==> config.mk <==
export PLATFORM = sky130hd
export DESIGN_NAME = ascii_frame_builder_with_checksum
export DESIGN_NICKNAME = d
export VERILOG_FILES = /design/src/rtl/afb_pkg.sv /design/src/rtl/afb_front.sv /design/src/rtl/afb_queue.sv /design/src/rtl/afb_back.sv /design/src/rtl/ascii_frame_builder_with_checksum.sv
export SDC_FILE = /design/constraint.sdc
export NUM_CORES = 1
export LEC_CHECK = 0
export BUFFER_PORTS_ARGS = -buffer_cell sky130_fd_sc_hd__clkbuf_2
export CORE_ASPECT_RATIO = 1.5
export CORE_MARGIN = 5
export CORE_UTILIZATION = 35
export CTS_BUF_LIST = sky130_fd_sc_hd__clkbuf_4
export DETAILED_ROUTE_END_ITERATION = 7
export PLACE_DENSITY_LB_ADDON = 0.25
export SETUP_SLACK_MARGIN = 0.3
export SLEW_MARGIN = 20
export SYNTH_ARGS = -nofsm -noshare
export SYNTH_HDL_FRONTEND = slang
export SYNTH_SLANG_ARGS = --single-unit
==> constraint.sdc <==
create_clock -name clock -period 16.4 [get_ports clock]
set_input_delay 1.64 -clock clock [delete_from_list [all_inputs] [get_ports clock]]
set_output_delay 1.64 -clock clock [all_outputs]
set_load 0.005 [all_outputs]
==> src/rtl/afb_pkg.sv <==
// Shared types, constants and helper functions for the ASCII frame builder.
package afb_pkg;

   // Frame layout, by byte position
   localparam int POS_W = 5;
   localparam logic [POS_W-1:0] POS_START  = 5'd0;
   localparam logic [POS_W-1:0] POS_VER_HI = 5'd1;
   localparam logic [POS_W-1:0] POS_VER_LO = 5'd2;
   localparam logic [POS_W-1:0] POS_SRC    = 5'd3;
   localparam logic [POS_W-1:0] POS_DST    = 5'd6;
   localparam logic [POS_W-1:0] POS_NET    = 5'd9;
   localparam logic [POS_W-1:0] POS_CH     = 5'd12;
   localparam logic [POS_W-1:0] POS_PAD    = 5'd14;
   localparam logic [POS_W-1:0] POS_TAG    = 5'd15;
   localparam logic [POS_W-1:0] POS_SUM    = 5'd21;
   localparam logic [POS_W-1:0] POS_END    = 5'd24;

   localparam int TAG_LEN = 6;
   localparam logic [2:0] TAG_COUNT = 3'd6;

   // Fixed characters
   localparam logic [7:0] CHAR_ZERO = 8'h30;
   localparam logic [7:0] CHAR_ONE  = 8'h31;
   localparam logic [7:0] CHAR_HASH = 8'h23;

   // Checksum handling
   localparam int SUM_W = 11;
   localparam logic [SUM_W-1:0] SUM_LIMIT = 11'd999;
   localparam int SUM_SHIFT = 4;
   localparam logic [6:0] CHANNEL_MAX = 7'd99;

   // Register indexes
   localparam int CSR_INDEX_W = 3;
   localparam logic [CSR_INDEX_W-1:0] CSR_START_BYTE    = 3'd0;
   localparam logic [CSR_INDEX_W-1:0] CSR_OWN_ADDR      = 3'd1;
   localparam logic [CSR_INDEX_W-1:0] CSR_DEST_ADDR     = 3'd2;
   localparam logic [CSR_INDEX_W-1:0] CSR_NET_ID        = 3'd3;
   localparam logic [CSR_INDEX_W-1:0] CSR_RADIO_CHANNEL = 3'd4;

   localparam int QUEUE_DEPTH = 2;

   // Classified command handed from front to back
   typedef struct packed {
      logic       header_only;
      logic [2:0] tag_sel;
   } cmd_type;

   // Configuration seen by the back end
   typedef struct packed {
      logic [7:0] start_byte;
      logic [7:0] own_addr;
      logic [7:0] dest_addr;
      logic [7:0] net_id;
      logic [6:0] radio_channel;
   } cfg_type;

   // Split a value below 1000 into hundreds, tens and ones digits
   function automatic logic [11:0] to_bcd3(input logic [9:0] v);
      logic [3:0] h;
      logic [3:0] t;
      logic [9:0] r;
      logic [9:0] o;
      h = '0;
      for (int k = 1; k <= 9; k++) begin
         if (v >= 10'(k * 100)) h = 4'(k);
      end
      r = v - 10'(h * 100);
      t = '0;
      for (int k = 1; k <= 9; k++) begin
         if (r >= 10'(k * 10)) t = 4'(k);
      end
      o = r - 10'(t * 10);
      return {h, t, o[3:0]};
   endfunction

   // One character of the tag chosen by message type
   function automatic logic [7:0] tag_char(input logic [2:0] sel, input logic [2:0] idx);
      logic [47:0] tag;
      case (sel)
         3'd0:    tag = "[INN1]";
         3'd1:    tag = "[INN2]";
         3'd2:    tag = "[INN3]";
         3'd3:    tag = "[SENO]";
         3'd4:    tag = "[SESI]";
         3'd5:    tag = "[ALAM]";
         default: tag = '0;
      endcase
      return tag[8 * (TAG_LEN - 1 - int'(idx)) +: 8];
   endfunction

endpackage

==> src/rtl/afb_front.sv <==
// Front end: accepts requests and classifies them into commands.
module afb_front
   import afb_pkg::*;
(
   input  logic       clock,
   input  logic       reset,
   input  logic       start,
   input  logic [2:0] req_message_type,
   input  logic       queue_full,
   output logic       busy,
   output logic       push,
   output cmd_type    push_cmd
);

   logic    push_ff;
   cmd_type cmd_ff;

   // Hold off new requests while the queue has no room or an accepted request is still being pushed
   assign busy = queue_full | push_ff;

   // Register the accepted item with its class
   always_ff @(posedge clock) begin
      if (reset) begin
         push_ff <= 1'b0;
      end else begin
         push_ff <= start & ~busy;
      end
      if (start & ~busy) begin
         cmd_ff.header_only <= (req_message_type >= TAG_COUNT);
         cmd_ff.tag_sel     <= req_message_type;
      end
   end

   assign push     = push_ff;
   assign push_cmd = cmd_ff;

endmodule

==> src/rtl/afb_queue.sv <==
// Short command queue between front and back end.
module afb_queue
   import afb_pkg::*;
(
   input  logic    clock,
   input  logic    reset,
   input  logic    push,
   input  cmd_type push_cmd,
   input  logic    pop,
   output logic    full,
   output logic    not_empty,
   output cmd_type head_cmd
);

   localparam int PTR_W = $clog2(QUEUE_DEPTH);

   cmd_type             mem_ff [QUEUE_DEPTH];
   logic [PTR_W-1:0]    wr_ptr_ff;
   logic [PTR_W-1:0]    rd_ptr_ff;
   logic [PTR_W:0]      count_ff;
   logic [PTR_W:0]      count_in;

   assign full      = (count_ff >= (PTR_W+1)'(QUEUE_DEPTH));
   assign not_empty = (count_ff != '0);
   assign head_cmd  = mem_ff[rd_ptr_ff];

   // Track occupancy
   always_comb begin
      count_in = count_ff;
      if (push && !(pop && not_empty)) count_in = count_ff + 1'b1;
      if (!push && pop && not_empty)   count_in = count_ff - 1'b1;
   end

   // Advance pointers and store entries
   always_ff @(posedge clock) begin
      if (reset) begin
         wr_ptr_ff <= '0;
         rd_ptr_ff <= '0;
         count_ff  <= '0;
      end else begin
         count_ff <= count_in;
         if (push) wr_ptr_ff <= wr_ptr_ff + 1'b1;
         if (pop && not_empty) rd_ptr_ff <= rd_ptr_ff + 1'b1;
      end
      if (push) mem_ff[wr_ptr_ff] <= push_cmd;
   end

endmodule

==> src/rtl/afb_back.sv <==
// Back end: sequences frame bytes and builds the running checksum.
module afb_back
   import afb_pkg::*;
(
   input  logic       clock,
   input  logic       reset,
   input  cfg_type    cfg,
   input  logic       cmd_valid,
   input  cmd_type    cmd,
   output logic       pop,
   output logic       rsp_strobe,
   output logic [7:0] rsp_out_byte,
   output logic       rsp_last_byte
);

   logic             active_ff;
   logic             active_in;
   logic [POS_W-1:0] pos_ff;
   logic [POS_W-1:0] pos_in;
   cmd_type          cmd_ff;
   logic [SUM_W-1:0] sum_ff;
   logic [SUM_W-1:0] sum_in;
   logic             strobe_ff;
   logic [7:0]       byte_ff;
   logic             last_ff;

   logic             at_last;
   logic [POS_W-1:0] last_pos;
   logic [6:0]       channel;
   logic [9:0]       checksum;
   logic [9:0]       conv_val;
   logic [POS_W-1:0] conv_base;
   logic [POS_W-1:0] digit_off;
   logic [11:0]      bcd;
   logic [3:0]       digit;
   logic [7:0]       byte_sel;

   // Find the final byte of the current frame
   assign last_pos = cmd_ff.header_only ? POS_PAD : POS_END;
   assign at_last  = active_ff && (pos_ff == last_pos);
   assign pop      = cmd_valid && (!active_ff || at_last);

   // Saturate channel, fold an oversized checksum
   assign channel  = (cfg.radio_channel > CHANNEL_MAX) ? CHANNEL_MAX : cfg.radio_channel;
   assign checksum = (sum_ff > SUM_LIMIT) ? 10'(sum_ff >> SUM_SHIFT) : 10'(sum_ff);

   // Pick the number printed at this position and its first digit slot
   always_comb begin
      conv_val  = '0;
      conv_base = POS_START;
      if (pos_ff >= POS_SUM) begin
         conv_val  = checksum;
         conv_base = POS_SUM;
      end else if (pos_ff >= POS_CH) begin
         conv_val  = 10'(channel);
         conv_base = POS_CH - 1'b1;
      end else if (pos_ff >= POS_NET) begin
         conv_val  = 10'(cfg.net_id);
         conv_base = POS_NET;
      end else if (pos_ff >= POS_DST) begin
         conv_val  = 10'(cfg.dest_addr);
         conv_base = POS_DST;
      end else if (pos_ff >= POS_SRC) begin
         conv_val  = 10'(cfg.own_addr);
         conv_base = POS_SRC;
      end
      bcd       = to_bcd3(conv_val);
      digit_off = pos_ff - conv_base;
      case (digit_off)
         5'd0:    digit = bcd[11:8];
         5'd1:    digit = bcd[7:4];
         default: digit = bcd[3:0];
      endcase
   end

   // Select the byte for this position
   always_comb begin
      case (pos_ff) inside
         POS_START:                           byte_sel = cfg.start_byte;
         POS_VER_HI:                          byte_sel = CHAR_ONE;
         POS_VER_LO, POS_PAD:                 byte_sel = CHAR_ZERO;
         [POS_SRC:POS_PAD-1], [POS_SUM:POS_END-1]:
                                              byte_sel = CHAR_ZERO + 8'(digit);
         [POS_TAG:POS_SUM-1]:
            byte_sel = tag_char(cmd_ff.tag_sel, 3'(pos_ff - POS_TAG));
         POS_END:                             byte_sel = CHAR_HASH;
         default:                             byte_sel = '0;
      endcase
   end

   // Advance the sequencer, start the next frame right after the last byte
   always_comb begin
      active_in = active_ff;
      pos_in    = pos_ff;
      sum_in    = sum_ff;
      if (active_ff && pos_ff < POS_SUM) sum_in = sum_ff + SUM_W'(byte_sel);
      if (pop) begin
         active_in = 1'b1;
         pos_in    = POS_START;
         sum_in    = '0;
      end else if (at_last) begin
         active_in = 1'b0;
      end else if (active_ff) begin
         pos_in = pos_ff + 1'b1;
      end
   end

   always_ff @(posedge clock) begin
      if (reset) begin
         active_ff <= 1'b0;
         strobe_ff <= 1'b0;
      end else begin
         active_ff <= active_in;
         strobe_ff <= active_ff;
      end
      pos_ff  <= pos_in;
      sum_ff  <= sum_in;
      byte_ff <= byte_sel;
      last_ff <= at_last;
      if (pop) cmd_ff <= cmd;
   end

   assign rsp_strobe    = strobe_ff;
   assign rsp_out_byte  = byte_ff;
   assign rsp_last_byte = last_ff;

endmodule

==> src/rtl/ascii_frame_builder_with_checksum.sv <==
// Top level of the ASCII frame builder: registers, front, queue and back end.
// The first byte of a frame passes the front-end push register, the queue, the sequencer and the output register.
// A full frame is 25 bytes and a header-only frame 15 bytes, sent one byte a
// cycle from the back-end sequencer; frames follow each other without a gap while the queue holds the next one.
// A new request is held off while the previous one is pushed or the two-entry queue is full.
// Synchronous reset restores the register defaults; results are never stalled.
module ascii_frame_builder_with_checksum
   import afb_pkg::*;
(
   input  logic                   clock,
   input  logic                   reset,
   input  logic                   start,
   output logic                   busy,
   input  logic [2:0]             req_message_type,
   output logic                   rsp_strobe,
   output logic [7:0]             rsp_out_byte,
   output logic                   rsp_last_byte,
   input  logic                   csr_valid,
   output logic                   csr_ready,
   input  logic [CSR_INDEX_W-1:0] csr_index,
   input  logic [7:0]             csr_data
);

   cfg_type cfg_ff;
   logic    push;
   cmd_type push_cmd;
   logic    queue_full;
   logic    queue_not_empty;
   cmd_type head_cmd;
   logic    pop;

   assign csr_ready = 1'b1;

   // Write configuration registers, drop writes beyond the list
   always_ff @(posedge clock) begin
      if (reset) begin
         cfg_ff.start_byte    <= 8'd42;
         cfg_ff.own_addr      <= 8'd10;
         cfg_ff.dest_addr     <= 8'd1;
         cfg_ff.net_id        <= 8'd1;
         cfg_ff.radio_channel <= 7'd11;
      end else if (csr_valid && csr_ready) begin
         case (csr_index)
            CSR_START_BYTE:    cfg_ff.start_byte    <= csr_data;
            CSR_OWN_ADDR:      cfg_ff.own_addr      <= csr_data;
            CSR_DEST_ADDR:     cfg_ff.dest_addr     <= csr_data;
            CSR_NET_ID:        cfg_ff.net_id        <= csr_data;
            CSR_RADIO_CHANNEL: cfg_ff.radio_channel <= csr_data[6:0];
            default:           ;
         endcase
      end
   end

   afb_front u_front (
      .clock            (clock),
      .reset            (reset),
      .start            (start),
      .req_message_type (req_message_type),
      .queue_full       (queue_full),
      .busy             (busy),
      .push             (push),
      .push_cmd         (push_cmd)
   );

   afb_queue u_queue (
      .clock     (clock),
      .reset     (reset),
      .push      (push),
      .push_cmd  (push_cmd),
      .pop       (pop),
      .full      (queue_full),
      .not_empty (queue_not_empty),
      .head_cmd  (head_cmd)
   );

   afb_back u_back (
      .clock         (clock),
      .reset         (reset),
      .cfg           (cfg_ff),
      .cmd_valid     (queue_not_empty),
      .cmd           (head_cmd),
      .pop           (pop),
      .rsp_strobe    (rsp_strobe),
      .rsp_out_byte  (rsp_out_byte),
      .rsp_last_byte (rsp_last_byte)
   );

endmodule
==> out/results.tsv <==
metric	value	unit
ys_ff_latch	87	
r2r_end	u_back.sum_ff[10]	
routedWlPerCell	17.3	um
worstSetupPathType	reg2reg	
vias	5423	
synth_top_family_by_area	compound AO/OA/AOI/OAI gates	
drive_above_1_share	11.0	%
netlist_top_cells_area	dfxtp_1, edfxtp_1, nand2_1, ha_1, a21oi_1	
max_freq	0.107	GHz
antenna_found_initial	1	
fin_tns_setup	0	ns
syn-num-nets	812	
clock_skew	0.0295	ns
synthSimpleGateAreaFrac	24.0	%
r2r_slack	7.03	ns
ir_drop	79.5	uV
final_cell_mix	nand2_1, a21oi_1, dfxtp_1	
htree_levels	3	
coreArea	17200	um2
ys.warnings.count	0	
cpMostUsedCell	ha_1	
cts_tree	done	
drv_cap	0	
place_congestion	0.936	
worst-path-buf-inv	2	
rr_worst_depth	37	
timing.final.hold_violations	0	
leakage	2.54	nW
whs_endpoint	cfg_ff[16]	
fin_crit_sh	57.2	%
power_density	164	nW/um2
slew_headroom	31.7	%
arrival	9.75	ns
via_per_inst	5.55	
synthArstFlopShare	0	%
clk_pin_slew_worst_paths	0.17	ns
clockRootBuffer	clkbuf_4	
layout_commonest_cell	nand2_1	
die_h	171	um
period_minus_slack	9.37	ns
synthAdderAreaFrac	8.40	%
hold_depth	2	
pre_cts_slack	7.10	ns
crit_path_max_incr_delay	0.90	ns
drt_iter0_drc	321	
syn-cell-area	6080	um2
seq_area_frac_synth	31.3	%
first_global_vias	5357	
crit_slowest_cell	dfxtp_1	
ant_nets	0	
clock_path_buffers	2	
synth_xor_area_share	2.88	%
syn_inst	757	
path_delay_family	compound AO/OA/AOI/OAI gates	
end_kind	register	
slew_viol_final	0	
insertion_delay	0.46	ns
cts_hold_buf	0	
design_area	6470	um2
rows	59	
max_slew.worst_pin.slew	1.02	ns
start_util	35.3	%
synth_mux_area_share	2.66	%
synth_top_area_share	23.4	%
num_io_pins	30	
worstReg2RegStart	u_back.pos_ff[0]	
rsz0062_at_grt	false	
firstDrtPassIters	4	
syn_area_per_cell	8.03	um2
area_growth	6.44	%
yosysUniqueCellTypes	88	
critPathLaunchType	register	
hold_class	reg2reg	
synth_top_area_cell	dfxtp_1	
place_area	6330	um2
required	16.77	ns
cts_sinks	87	
crit_path_max_fanout	26	
yosys_most_used_dff	dfxtp_1	
setup_viol	0	
grt-ovfl-total	0	
finalWorstSetupSlack	7.03	ns
place_hpwl	13400	um
grt_max_degree	47	
finalNetCount	813	
finalWirelength	16900	um
grt_first_pass_wirelength	27800	um
drc	0	
die_w	118	um
status	completed	
hp-start	cfg_ff[16]	
die-area	20200	um2
final_core_util	37.6	%
grtUsageTotal	16.9	%
io_buffers	28	
post_cts_buffers	0	
ctsResizeCount	0	
synth_edf_count	16	
synth_compound_area_share	25.4	%
numCtsBuffers	9	
[sequential cells by signal, indices dropped and copies added (netlist names), 2 cells and up]
signal               cells
cfg_ff                  39
u_queue.count_ff         2
u_queue.mem_ff           8
u_front.push_cmd         4
u_back.sum_ff           11
u_back.rsp_out_byte      8
u_back.pos_ff            5
u_back.cmd_ff            4
[Yosys cell counts (4+ instances only)]
cell      number
ha_1          32
a211oi_1       9
nand4_1        7
nor2b_1        7
a21oi_1       71
clkbuf_1      30
o21ai_0       38
o21bai_1       6
a32oi_1        7
and3_1         8
nand3b_1      12
nor2_1        49
edfxtp_1      16
fa_1           5
nand2_1      117
a21o_1         7
inv_1         37
xnor2_1       14
a32o_1         4
a21boi_0       4
o21a_1         6
o211a_1        4
a31oi_1        6
nor4_1         7
nand2b_1       7
xor2_1         6
o31ai_1        6
nor3_1        16
nand3_1       31
and2_1         8
mux2_2         9
or2_2          5
o211ai_1       7
buf_1          4
mux2i_1        6
dfxtp_1       71
[layout make-up]
class | instances | area, um2
fill | 1817 | 10700
multi-input combinational | 590 | 3850
sequential | 87 | 1900
tap | 213 | 267
timing repair buffer | 30 | 155
inverter | 40 | 150
clock inverter | 7 | 72.6
clock buffer | 9 | 67.6
antenna | 1 | 2.50
[cell families after synthesis]
| kind of cell | Yosys count |
|---|---|
| xor gates and xnor gates | 20 |
| adders and majority gates | 38 |
| muxes | 15 |
| DFF | 87 |
| other | 1 |
| AOI/OAI and AO/OA | 220 |
| buffers and inverters | 80 |
| and+or+nand+nor | 296 |
[where the power goes]
group / internal (W) / switching [W]
Clock: 0.0000358 / 0.0000858
Combinational: 0.000254 / 0.000387
Sequential: 0.000249 / 0.0000486
[worst min-delay path, cell delays in order, from the launching register on]
cell and delay [ns]:
dfxtp_1 0.34, nand2_1 0.05, a21oi_1 0.05
[per-stage QoR]
stage,hold WS (ns),instances,total power [W]
5_1_grt,0.489,977,0.00115
6_report,0.469,977,0.00106
2_1_floorplan,0.421,757,0.000781
3_3_place_gp,0.423,960,0.000941
4_1_cts,0.471,976,0.00107
3_5_place_dp,0.431,960,0.000941
[worst max path at each step]
stage | startpoint | to | slack [ns] | cells after the start
2_1_floorplan | u_back.pos_ff[1] | u_back.sum_ff[10] | 8.28 | 39
3_3_place_gp | u_back.pos_ff[0] | u_back.sum_ff[10] | 7.26 | 37
3_5_place_dp | u_back.pos_ff[0] | u_back.sum_ff[10] | 7.10 | 37
4_1_cts | u_back.pos_ff[0] | u_back.sum_ff[10] | 7.03 | 37
5_1_grt | u_back.pos_ff[0] | u_back.sum_ff[10] | 6.27 | 35
6_report | u_back.pos_ff[0] | u_back.sum_ff[10] | 7.03 | 37
[layer usage]
layer  wire length [um]  global-route usage [%]  up-vias
met4                747                    8.13        0
met5                  0                       0        -
met3                361                    1.91       36
met2               8830                    31.4      103
met1               6980                    19.2     2538
li1                   -                       -     2746
No activity file was read; power rests on OpenSTA's default activity.
